$ cat config.mk
export PLATFORM = sky130hd
export DESIGN_NAME = miller_rabin_round
export DESIGN_NICKNAME = d
export VERILOG_FILES = /design/src/rtl/mrr_pkg.sv /design/src/rtl/mrr_mulmod.sv /design/src/rtl/miller_rabin_round.sv
export SDC_FILE = /design/constraint.sdc
export NUM_CORES = 1
export LEC_CHECK = 0
export ABC_AREA = 1
export BUFFER_PORTS_ARGS = -buffer_cell sky130_fd_sc_hd__buf_2
export CORE_MARGIN = 3
export CORE_UTILIZATION = 55
export CTS_CLUSTER_SIZE = 10
export DETAILED_ROUTE_END_ITERATION = 16
export GPL_TIMING_DRIVEN = 0
export PLACE_DENSITY_LB_ADDON = 0.1
export SLEW_MARGIN = 10
export SYNTH_ARGS = -nofsm -noshare
export SYNTH_HDL_FRONTEND = slang
export SYNTH_SLANG_ARGS = --single-unit
$ cat constraint.sdc
create_clock -name clk_i -period 16.6 [get_ports clk_i]
set_input_delay 3.32 -clock clk_i [delete_from_list [all_inputs] [get_ports clk_i]]
set_output_delay 3.32 -clock clk_i [all_outputs]
set_load 0.01 [all_outputs]
$ cat src/rtl/mrr_pkg.sv
// ============================================================================
// mrr_pkg
// Shared types and constants for the Miller-Rabin round block.
// ============================================================================
package mrr_pkg;

  // Operand width; candidate and witness are masked to this many bits (8..64).
  localparam int NUM_BITS   = 64;
  localparam int CNT_BITS   = $clog2(NUM_BITS + 1);

  typedef logic [NUM_BITS-1:0] operand_t;

  typedef struct packed {
    logic [63:0] candidate;
    logic [63:0] witness;
  } mrr_in_t;

  typedef struct packed {
    logic probable_prime;
    logic decided_trivially;
  } mrr_out_t;

  // Request to the serial modular multiplier.
  typedef struct packed {
    logic     start;
    operand_t x;
    operand_t y;
    operand_t m;
  } mrr_mul_req_t;

  // Response from the serial modular multiplier.
  typedef struct packed {
    logic     busy;
    logic     done;
    operand_t result;
  } mrr_mul_rsp_t;

endpackage

$ cat src/rtl/mrr_mulmod.sv
// ============================================================================
// mrr_mulmod
// Bit-serial modular multiplier: (x * y) mod m, one modular add per cycle.
// ============================================================================
module mrr_mulmod (
  input  logic                 clk_i,
  input  logic                 rst_ni,
  input  mrr_pkg::mrr_mul_req_t req_i,
  output mrr_pkg::mrr_mul_rsp_t rsp_o
);
  import mrr_pkg::*;

  operand_t            acc_q, acc_d;
  operand_t            y_q, y_d;
  operand_t            x_q, m_q;
  logic [CNT_BITS-1:0] cnt_q, cnt_d;
  logic                phase_q, phase_d;
  logic                busy_q, busy_d;
  logic                done_q, done_d;

  logic [NUM_BITS:0] sum, diff;
  operand_t          addend;

  // Modular add of acc and either acc (double) or x (add phase).
  assign addend = phase_q ? x_q : acc_q;
  assign sum    = {1'b0, acc_q} + {1'b0, addend};
  assign diff   = sum - {1'b0, m_q};

  always_comb begin
    acc_d   = acc_q;
    y_d     = y_q;
    cnt_d   = cnt_q;
    phase_d = phase_q;
    busy_d  = busy_q;
    done_d  = 1'b0;
    if (req_i.start) begin
      acc_d   = '0;
      y_d     = req_i.y;
      cnt_d   = CNT_BITS'(NUM_BITS);
      phase_d = 1'b0;
      busy_d  = 1'b1;
    end else if (busy_q) begin
      acc_d = (sum >= {1'b0, m_q}) ? diff[NUM_BITS-1:0] : sum[NUM_BITS-1:0];
      if (!phase_q && y_q[NUM_BITS-1]) begin
        phase_d = 1'b1;
      end else begin
        phase_d = 1'b0;
        y_d     = {y_q[NUM_BITS-2:0], 1'b0};
        cnt_d   = cnt_q - 1'b1;
        if (cnt_q == CNT_BITS'(1)) begin
          busy_d = 1'b0;
          done_d = 1'b1;
        end
      end
    end
  end

  always_ff @(posedge clk_i or negedge rst_ni) begin
    if (!rst_ni) begin
      busy_q  <= 1'b0;
      done_q  <= 1'b0;
      phase_q <= 1'b0;
      cnt_q   <= '0;
    end else begin
      busy_q  <= busy_d;
      done_q  <= done_d;
      phase_q <= phase_d;
      cnt_q   <= cnt_d;
    end
  end

  always_ff @(posedge clk_i) begin
    acc_q <= acc_d;
    y_q   <= y_d;
    if (req_i.start) begin
      x_q <= req_i.x;
      m_q <= req_i.m;
    end
  end

  assign rsp_o.busy   = busy_q;
  assign rsp_o.done   = done_q;
  assign rsp_o.result = acc_q;

endmodule

$ cat src/rtl/miller_rabin_round.sv
// ============================================================================
// miller_rabin_round
// One Miller-Rabin round on a candidate with a supplied witness.
// ============================================================================
//
//  channel | direction | handshake               | payload
//  --------+-----------+-------------------------+-----------------------
//  in      | input     | in_valid_i / in_ready_o | in_data_i  (mrr_in_t)
//  out     | output    | out_valid_o/out_ready_i | out_data_o (mrr_out_t)
//
//  One item at a time. For candidates up to 4 the result is decided when
//  the item is accepted and is loaded into the output register from S_DONE
//  once that register is free. Otherwise the time is set by the bit-serial
//  multiplier: one reduction, up to 2*NUM_BITS-1 products in the power loop
//  and up to NUM_BITS-1 squarings (at most 2*NUM_BITS products in all), plus
//  the trailing-zero strip of n-1 in S_TZ and the sequencer steps.
//  Reset clears the sequencer and output valid; no clearing pass.
//  A result waiting on out_ready_i does not block the next beat on in.
//
module miller_rabin_round (
  input  logic              clk_i,
  input  logic              rst_ni,
  input  logic              in_valid_i,
  output logic              in_ready_o,
  input  mrr_pkg::mrr_in_t  in_data_i,
  output logic              out_valid_o,
  input  logic              out_ready_i,
  output mrr_pkg::mrr_out_t out_data_o
);
  import mrr_pkg::*;

  localparam logic [3:0] S_IDLE = 4'd0;
  localparam logic [3:0] S_TZ   = 4'd1;  // strip trailing zeros of n-1
  localparam logic [3:0] S_RED  = 4'd2;  // b = a mod n
  localparam logic [3:0] S_PMUL = 4'd3;  // r = r*b if exponent bit set
  localparam logic [3:0] S_PSQR = 4'd4;  // b = b*b, advance exponent
  localparam logic [3:0] S_CHK  = 4'd5;  // first test of x
  localparam logic [3:0] S_SQ   = 4'd6;  // x = x*x
  localparam logic [3:0] S_SQC  = 4'd7;  // test after a squaring
  localparam logic [3:0] S_DONE = 4'd8;

  logic [3:0]          state_q, state_d;
  operand_t            n_q, n_d, nm1_q, nm1_d, a_q, a_d;
  operand_t            e_q, e_d, b_q, b_d, r_q, r_d;
  logic [CNT_BITS-1:0] s_q, s_d;
  logic                pend_q, pend_d;
  mrr_out_t            res_q, res_d;
  logic                out_valid_q, out_valid_d;
  mrr_out_t            out_q, out_d;

  mrr_mul_req_t mul_req;
  mrr_mul_rsp_t mul_rsp;
  logic         mul_start;

  operand_t n_in, a_in;
  assign n_in = in_data_i.candidate[NUM_BITS-1:0];
  assign a_in = in_data_i.witness[NUM_BITS-1:0];

  logic in_fire, out_fire;
  assign in_ready_o = (state_q == S_IDLE);
  assign in_fire    = in_valid_i && in_ready_o;
  assign out_fire   = out_valid_q && out_ready_i;

  mrr_mulmod u_mul (
    .clk_i  (clk_i),
    .rst_ni (rst_ni),
    .req_i  (mul_req),
    .rsp_o  (mul_rsp)
  );

  // Operand select for the shared multiplier.
  always_comb begin
    mul_req.start = mul_start;
    mul_req.m     = n_q;
    unique case (state_q)
      S_RED: begin
        mul_req.x = operand_t'(1);
        mul_req.y = a_q;
      end
      S_PMUL: begin
        mul_req.x = r_q;
        mul_req.y = b_q;
      end
      S_PSQR: begin
        mul_req.x = b_q;
        mul_req.y = b_q;
      end
      default: begin
        mul_req.x = r_q;
        mul_req.y = r_q;
      end
    endcase
  end

  always_comb begin
    state_d     = state_q;
    n_d         = n_q;
    nm1_d       = nm1_q;
    a_d         = a_q;
    e_d         = e_q;
    b_d         = b_q;
    r_d         = r_q;
    s_d         = s_q;
    pend_d      = pend_q;
    res_d       = res_q;
    mul_start   = 1'b0;
    out_valid_d = out_valid_q && !out_fire;
    out_d       = out_q;

    unique case (state_q)
      S_IDLE: begin
        if (in_fire) begin
          n_d   = n_in;
          a_d   = a_in;
          nm1_d = n_in - 1'b1;
          e_d   = n_in - 1'b1;
          s_d   = '0;
          if (n_in <= operand_t'(4)) begin
            res_d.probable_prime    = (n_in == operand_t'(2)) ||
                                      (n_in == operand_t'(3));
            res_d.decided_trivially = 1'b1;
            state_d = S_DONE;
          end else begin
            res_d.probable_prime    = 1'b0;
            res_d.decided_trivially = 1'b0;
            state_d = S_TZ;
          end
        end
      end
      S_TZ: begin
        if (!e_q[0]) begin
          e_d = {1'b0, e_q[NUM_BITS-1:1]};
          s_d = s_q + 1'b1;
        end else begin
          state_d = S_RED;
        end
      end
      S_RED: begin
        mul_start = !pend_q;
        pend_d    = 1'b1;
        if (mul_rsp.done) begin
          pend_d  = 1'b0;
          b_d     = mul_rsp.result;
          r_d     = operand_t'(1);
          state_d = S_PMUL;
        end
      end
      S_PMUL: begin
        if (!e_q[0]) begin
          state_d = S_PSQR;
        end else begin
          mul_start = !pend_q;
          pend_d    = 1'b1;
          if (mul_rsp.done) begin
            pend_d  = 1'b0;
            r_d     = mul_rsp.result;
            state_d = S_PSQR;
          end
        end
      end
      S_PSQR: begin
        // Skip the final squaring of b: its value is never used.
        if (e_q[NUM_BITS-1:1] == '0) begin
          state_d = S_CHK;
        end else begin
          mul_start = !pend_q;
          pend_d    = 1'b1;
          if (mul_rsp.done) begin
            pend_d  = 1'b0;
            b_d     = mul_rsp.result;
            e_d     = {1'b0, e_q[NUM_BITS-1:1]};
            state_d = S_PMUL;
          end
        end
      end
      S_CHK: begin
        if (r_q == operand_t'(1) || r_q == nm1_q) begin
          res_d.probable_prime = 1'b1;
          state_d = S_DONE;
        end else if (s_q == '0) begin
          state_d = S_DONE;
        end else begin
          state_d = S_SQ;
        end
      end
      S_SQ: begin
        mul_start = !pend_q;
        pend_d    = 1'b1;
        if (mul_rsp.done) begin
          pend_d  = 1'b0;
          r_d     = mul_rsp.result;
          s_d     = s_q - 1'b1;
          state_d = S_SQC;
        end
      end
      S_SQC: begin
        priority if (r_q == nm1_q) begin
          res_d.probable_prime = 1'b1;
          state_d = S_DONE;
        end else if (r_q == operand_t'(1) || s_q == '0) begin
          state_d = S_DONE;
        end else begin
          state_d = S_SQ;
        end
      end
      S_DONE: begin
        // Hold until the output register is free.
        if (!out_valid_q || out_fire) begin
          out_valid_d = 1'b1;
          out_d       = res_q;
          state_d     = S_IDLE;
        end
      end
      default: begin
        state_d = S_IDLE;
      end
    endcase
  end

  always_ff @(posedge clk_i or negedge rst_ni) begin
    if (!rst_ni) begin
      state_q     <= S_IDLE;
      pend_q      <= 1'b0;
      out_valid_q <= 1'b0;
    end else begin
      state_q     <= state_d;
      pend_q      <= pend_d;
      out_valid_q <= out_valid_d;
    end
  end

  always_ff @(posedge clk_i) begin
    n_q   <= n_d;
    nm1_q <= nm1_d;
    a_q   <= a_d;
    e_q   <= e_d;
    b_q   <= b_d;
    r_q   <= r_d;
    s_q   <= s_d;
    res_q <= res_d;
    out_q <= out_d;
  end

  assign out_valid_o = out_valid_q;
  assign out_data_o  = out_q;

`ifndef SYNTHESIS
  // A product only completes for a request this sequencer is waiting on.
  assert property (@(posedge clk_i) disable iff (!rst_ni)
    mul_rsp.done |-> pend_q)
    else $error("multiplier done without pending request");

  // An accepted beat closes the input until the result is queued.
  assert property (@(posedge clk_i) disable iff (!rst_ni)
    in_fire |=> !in_ready_o)
    else $error("input accepted while busy");

  // No multiplier activity while idle or handing off a result.
  assert property (@(posedge clk_i) disable iff (!rst_ni)
    (state_q == S_IDLE || state_q == S_DONE) |-> (!mul_rsp.busy && !pend_q))
    else $error("multiplier busy outside compute states");
`endif

endmodule

== Yosys cells after proc, flatten, opt, wreduce, memory -nomap -nowiden ==
Index checks and enable logic that the tools add are counted.

* Flip-flop bits (word level): 667
* Input port bits: 132
* Output and inout port bits: 4
* Word-level logic and storage cells: 155

* Add/subtract/negate cells: 6
* Order comparisons: 2
* Equality and inequality tests: 26
* Mux-type cells: 64
* Reduce and logical (&&, ||, !) cells: 34

{| class="wikitable"
|+ Operators by type and width
! cell !! count
|-
| 2-to-1 mux 64 bit || 14
|-
| case mux 128 bit (3 select lines) || 1
|-
| case mux 64 bit (3 select lines) || 2
|-
| equality test 64 x 2 -> 1 bit, second input constant || 2
|-
| case mux 64 bit (2 select lines) || 1
|-
| adder 64 x 64 -> 65 bit || 1
|-
| >= comparator 65 x 64 -> 1 bit || 1
|-
| equality test 64 x 1 -> 1 bit, second input constant || 1
|-
| equality test 64 bit || 1
|-
| less-or-equal comparator 64 x 3 -> 1 bit, second input constant || 1
|-
| subtractor 64 x 1 -> 64 bit, second input constant || 1
|-
| subtractor 64 bit || 1
|-
| zero test 63 bit || 1
|-
| 2-to-1 mux 4 bit || 13
|-
| 2-to-1 mux 7 bit || 6
|-
| case mux 4 bit (9 select lines) || 1
|-
| case mux 7 bit (3 select lines) || 1
|-
| 2-to-1 mux 1 bit || 20
|-
| equality test 4 x 3 -> 1 bit, second input constant || 4
|-
| != test 2 bit, second input constant || 8
|-
| nonzero test 3 bit || 5
|-
| subtractor 7 x 1 -> 7 bit, second input constant || 2
|-
| AND reduction 4 bit || 3
|-
| AND reduction 5 bit || 2
|-
| other kinds (18) || 39
|}

== Logic depth before layout (Yosys ltp) ==
* Depth in word-level cells: 5
* Gate-level depth with buffers: 36
* Depth with buffers taken out: 33

== Modules after synthesis ==
From an unflattened synthesis, not the netlist that was laid out.

* Cell total of the unflattened synthesis: 5611
* Area total of the unflattened synthesis: 42090.4 um^2

{| class="wikitable"
|+ By module, submodules not included
! module !! times used !! cells each !! area each (um^2) !! sequential area each (um^2)
|-
| mrr_mulmod || 1 || 3517 || 22171.3 || 7297.0
|-
| miller_rabin_round || 1 || 2094 || 19919.1 || 12011.5
|}

== Worst setup path before layout ==
Ideal clock, no wire load.

* Kind: input -> register
* From: input port in_valid_i
* To: register e_q[10], enable pin
* Setup time: 505 ps
* Arrival: 15289 ps
* Data required time: 16095 ps
* Slack: 807 ps
* Cell stages on the path: 4
* Buffers on the path: 0
* Cell sequence: inv_1 -> nor2_1 -> o211ai_1 -> a21oi_1

* Cells in the longest elaborated chain, start to end: 3

{| class="wikitable"
|+ RTL lines
! what !! RTL line !! source
|-
| start: declaration || miller_rabin_round.sv:23 || <nowiki>input logic in_valid_i,</nowiki>
|-
| logical AND 1 bit || miller_rabin_round.sv:61 || <nowiki>assign in_fire = in_valid_i && in_ready_o;</nowiki>
|-
| != test 2 x 1 -> 1 bit (no source line) || - ||
|-
| AND reduction 5 bit (no source line) || - ||
|-
| end signal: assignment || miller_rabin_round.sv:236 || <nowiki>e_q <= e_d;</nowiki>
|-
| end: declaration || miller_rabin_round.sv:44 || <nowiki>operand_t e_q, e_d, b_q, b_d, r_q, r_d;</nowiki>
|}

Every way passes these cells.
A chain may end at the register's enable or synchronous reset.

== Final worst setup path ==
* From: register u_mul.phase_q
* To: register u_mul.acc_q[52]

* Cells in the longest elaborated chain, start to end: 4
* Elaborated cells between the ends (all ways): 5
* Those cells by class: add/sub: 2; order compare: 1; mux: 2

{| class="wikitable"
|+ RTL lines
! what !! RTL line !! source
|-
| start: declaration || mrr_mulmod.sv:17 || <nowiki>logic phase_q, phase_d;</nowiki>
|-
| start signal: assignment || mrr_mulmod.sv:67 || <nowiki>phase_q <= phase_d;</nowiki>
|-
| 2-to-1 mux 64 bit (*) || mrr_mulmod.sv:25 || <nowiki>assign addend = phase_q ? x_q : acc_q;</nowiki>
|-
| adder 64 x 64 -> 65 bit (*) || mrr_mulmod.sv:26 || <nowiki>assign sum = {1'b0, acc_q} + {1'b0, addend};</nowiki>
|-
| subtractor 64 bit / >= comparator 65 x 64 -> 1 bit (equally long branches) || mrr_mulmod.sv:27, mrr_mulmod.sv:43 ||
|-
| 2-to-1 mux 64 bit (*) || mrr_mulmod.sv:43 || <nowiki>acc_d = (sum >= {1'b0, m_q}) ? diff[NUM_BITS-1:0] : sum[NUM_BITS-1:0];</nowiki>
|-
| end signal: assignment || mrr_mulmod.sv:73 || <nowiki>acc_q <= acc_d;</nowiki>
|-
| end: declaration || mrr_mulmod.sv:13 || <nowiki>operand_t acc_q, acc_d;</nowiki>
|}

Every way passes the cells marked *; elsewhere a longest branch is shown, timed or not.

==> results.txt <==
Slew @ Worst Pin: 1.09 ns
Max_cap viols: 0
Slew Viols, Final: 0
Fmax achieved: 134 MHz
Worst-path clk slew: 0.06 ns
Setup Buffers After CTS: 0
Fin nets: 5753
Synth area leader: edfxtp_1
Crit Path Class: reg2reg
Worst Clk Skew: 0.0351 ns
TritonCTS clock tree: done
Maximum clock insertion buffer count: 3
Initial antenna violation count: 4
RSZ-0062 raised after global routing: no
Vias per cell: 5.66
Die X: 280 um
Die Y: 280 um
Initial Utilization: 0.560
Global Route Usage Sum: 0.375
EDFF count, synth: 587
Synth Net Count: 5522
Final hold violations: 0
Pre-antenna DRT Iters: 6
Ys Warns: 0
Tmin final: 7.45 ns
Worst Path Arrival: 7.96 ns
Global route overflow: 0
Pre-CTS setup slack: 9.34 ns
Rel. slew slack: 0.268
N_diodes: 0
Post_cts resized: 0
Largest net degree at the start of global routing: 85
Top Ports: 136
Fin Hold WS: 0.407 ns
Peak fanout along the critical path: 10
Detailed router's first-iteration violation count: 4541
Yosys cell types: 63
CP endpoint kind: flop
Cell at the slowest stage of the critical path: clkbuf_1
Synth Area per Inst: 7.86 sq um
Detail Placement HPWL: 123 mm
Port bufs: 135
Register area share after synthesis: 0.468
Vias in the first global route: 33700
Clock latency at the later pin of the worst-skew pair: 0.64 ns
Worst hold path type: reg2reg
DRC viols: 0
Placed instance area: 43500 sq um
Final WL: 148 mm
First-pass GRT wire length: 214 mm
Setup WS post-layout: 9.15 ns
Synthesized instance count: 5248
Clk root buf: clkbuf_16
Ys async rst share: 0.0240
CTS Buf Count: 78
Required time of the critical path: 17.11 ns
Largest stage delay on the critical path: 0.79 ns
Period utilisation layout: 0.449
Post-layout instance area: 45700 sq um
Final setup fails: 0
Via count: 36600
Seq cells post-synth: 667
Core box area: 73600 sq um
Post-synth top cells: nand2_1, inv_1, edfxtp_1, nor2_1, o21ai_0
WL/cell: 22.9 um
Hold_buf cts: 0
Die area: 78300 sq um
Clock H-tree levels: 3
Synth top area share: 0.427
Sink Count: 667
Status: finished, final reports clean
Synthesized area: 41200 sq um
Crit start category: flop
Fin Setup TNS: 0 ns
Most common cell in the netlist: nand2_1
GPL Wtd Cong: 1.00
Rows: 99
CP dominant cell by count: nand2_1
ANT nets after route: 0
P&R area growth vs syn: 10.9%
Layout cell share with drive strength beyond 1: 0.0801
Largest cells by area after synthesis: edfxtp_1, nand2_1, inv_1, nor2_1, ha_1
Post-synth top flop: edfxtp_1
==> through the flow <==
step / instances / util
2_1_floorplan: 5248 / -
3_3_place_gp: 6342 / 0.586
3_5_place_dp: 6358 / 0.591
4_1_cts: 6474 / 0.621
5_1_grt: 6474 / 0.621
6_report: 6474 / 0.621
==> cells in the final DEF (no fill, tap or decap), types with 28 or more instances in the layout <==
cell type / instances
a21oi_1: 209
a22o_1: 28
a22oi_1: 65
buf_2: 172
clkbuf_1: 92
clkbuf_16: 81
dfxtp_1: 64
edfxtp_1: 587
ha_1: 139
inv_1: 814
inv_2: 36
nand2_1: 1626
nand3_1: 221
nand4_1: 52
nor2_1: 515
nor3_1: 52
nor4_1: 29
o21ai_0: 259
o21ai_1: 34
xnor2_1: 114
xor2_1: 62
==> cells by family (layout without fill, tap and decap cells) <==
| group | count (synthesis) | after routing | synth area share |
|---|---|---|---|
| adder cells (fa/ha/maj) | 142 | 142 | 0.0436 |
| flip-flops | 667 | 667 | 0.468 |
| XOR/XNOR | 181 | 181 | 0.0394 |
| buffers and inverters | 986 | 1253 | 0.0933 |
| AO/OA/AOI/OAI | 640 | 640 | 0.0871 |
| AND/OR/NAND/NOR | 2632 | 2632 | 0.268 |
==> path summary, 6_finish.rpt <==
check,cells past startpoint,to,slack [ns],startpoint
setup / recovery,34,u_mul.acc_q[52],9.15,u_mul.phase_q
hold / removal,0,u_mul.m_q[54],0.41,n_q[54]
min in group asynchronous,1,u_mul.cnt_q[4],2.64,rst_ni
setup reg to reg,34,u_mul.acc_q[52],9.15,u_mul.phase_q
hold reg to reg,0,u_mul.m_q[54],0.41,n_q[54]
max in group asynchronous,1,u_mul.busy_q,13.64,rst_ni
==> metal layers <==
metal  global-route usage  vias up  routed length [um]
met2                0.558     2009               62600
met1                0.529    17000               60800
met4                0.169        2                7570
met3               0.0803      287               17300
li1                     -    17400                   -
met5                    0        -                  13
==> sequential cells by signal (all words and copies together) (netlist names) <==
register	count
a_q	64
b_q	64
e_q	64
n_q	64
nm1_q	64
r_q	64
u_mul.acc_q	64
u_mul.m_q	64
u_mul.x_q	64
u_mul.y_q	64
s_q	7
u_mul.cnt_q	7
state_q	4
out_data_o	2
res_q	2
out_valid_o	1
pend_q	1
u_mul.busy_q	1
u_mul.done_q	1
u_mul.phase_q	1
==> worst max-delay path: cells and delay by family (launching register included) <==
family / cells / cell delay [ns]
simple gates: 23 / 2.95
buf+inv: 5 / 1.96
fa+ha+maj: 3 / 1.19
flops: 1 / 0.60
compound gates: 3 / 0.55
==> area by class of cell <==
| type | count | area, sq um |
|---|---|---|
| Fill cell | 6590 | 27900 |
| Sequential cell | 667 | 19300 |
| Multi-Input combinational cell | 3595 | 18100 |
| Inverter | 856 | 3220 |
| Clock buffer | 108 | 2150 |
| Tap cell | 959 | 1200 |
| Timing Repair Buffer | 151 | 982 |
| Buffer | 130 | 642 |
| Clock inverter | 8 | 126 |
Power is left out: the tool's default activity adds up to more than one toggle a clock period on the data nets, which glitch-free logic cannot reach.
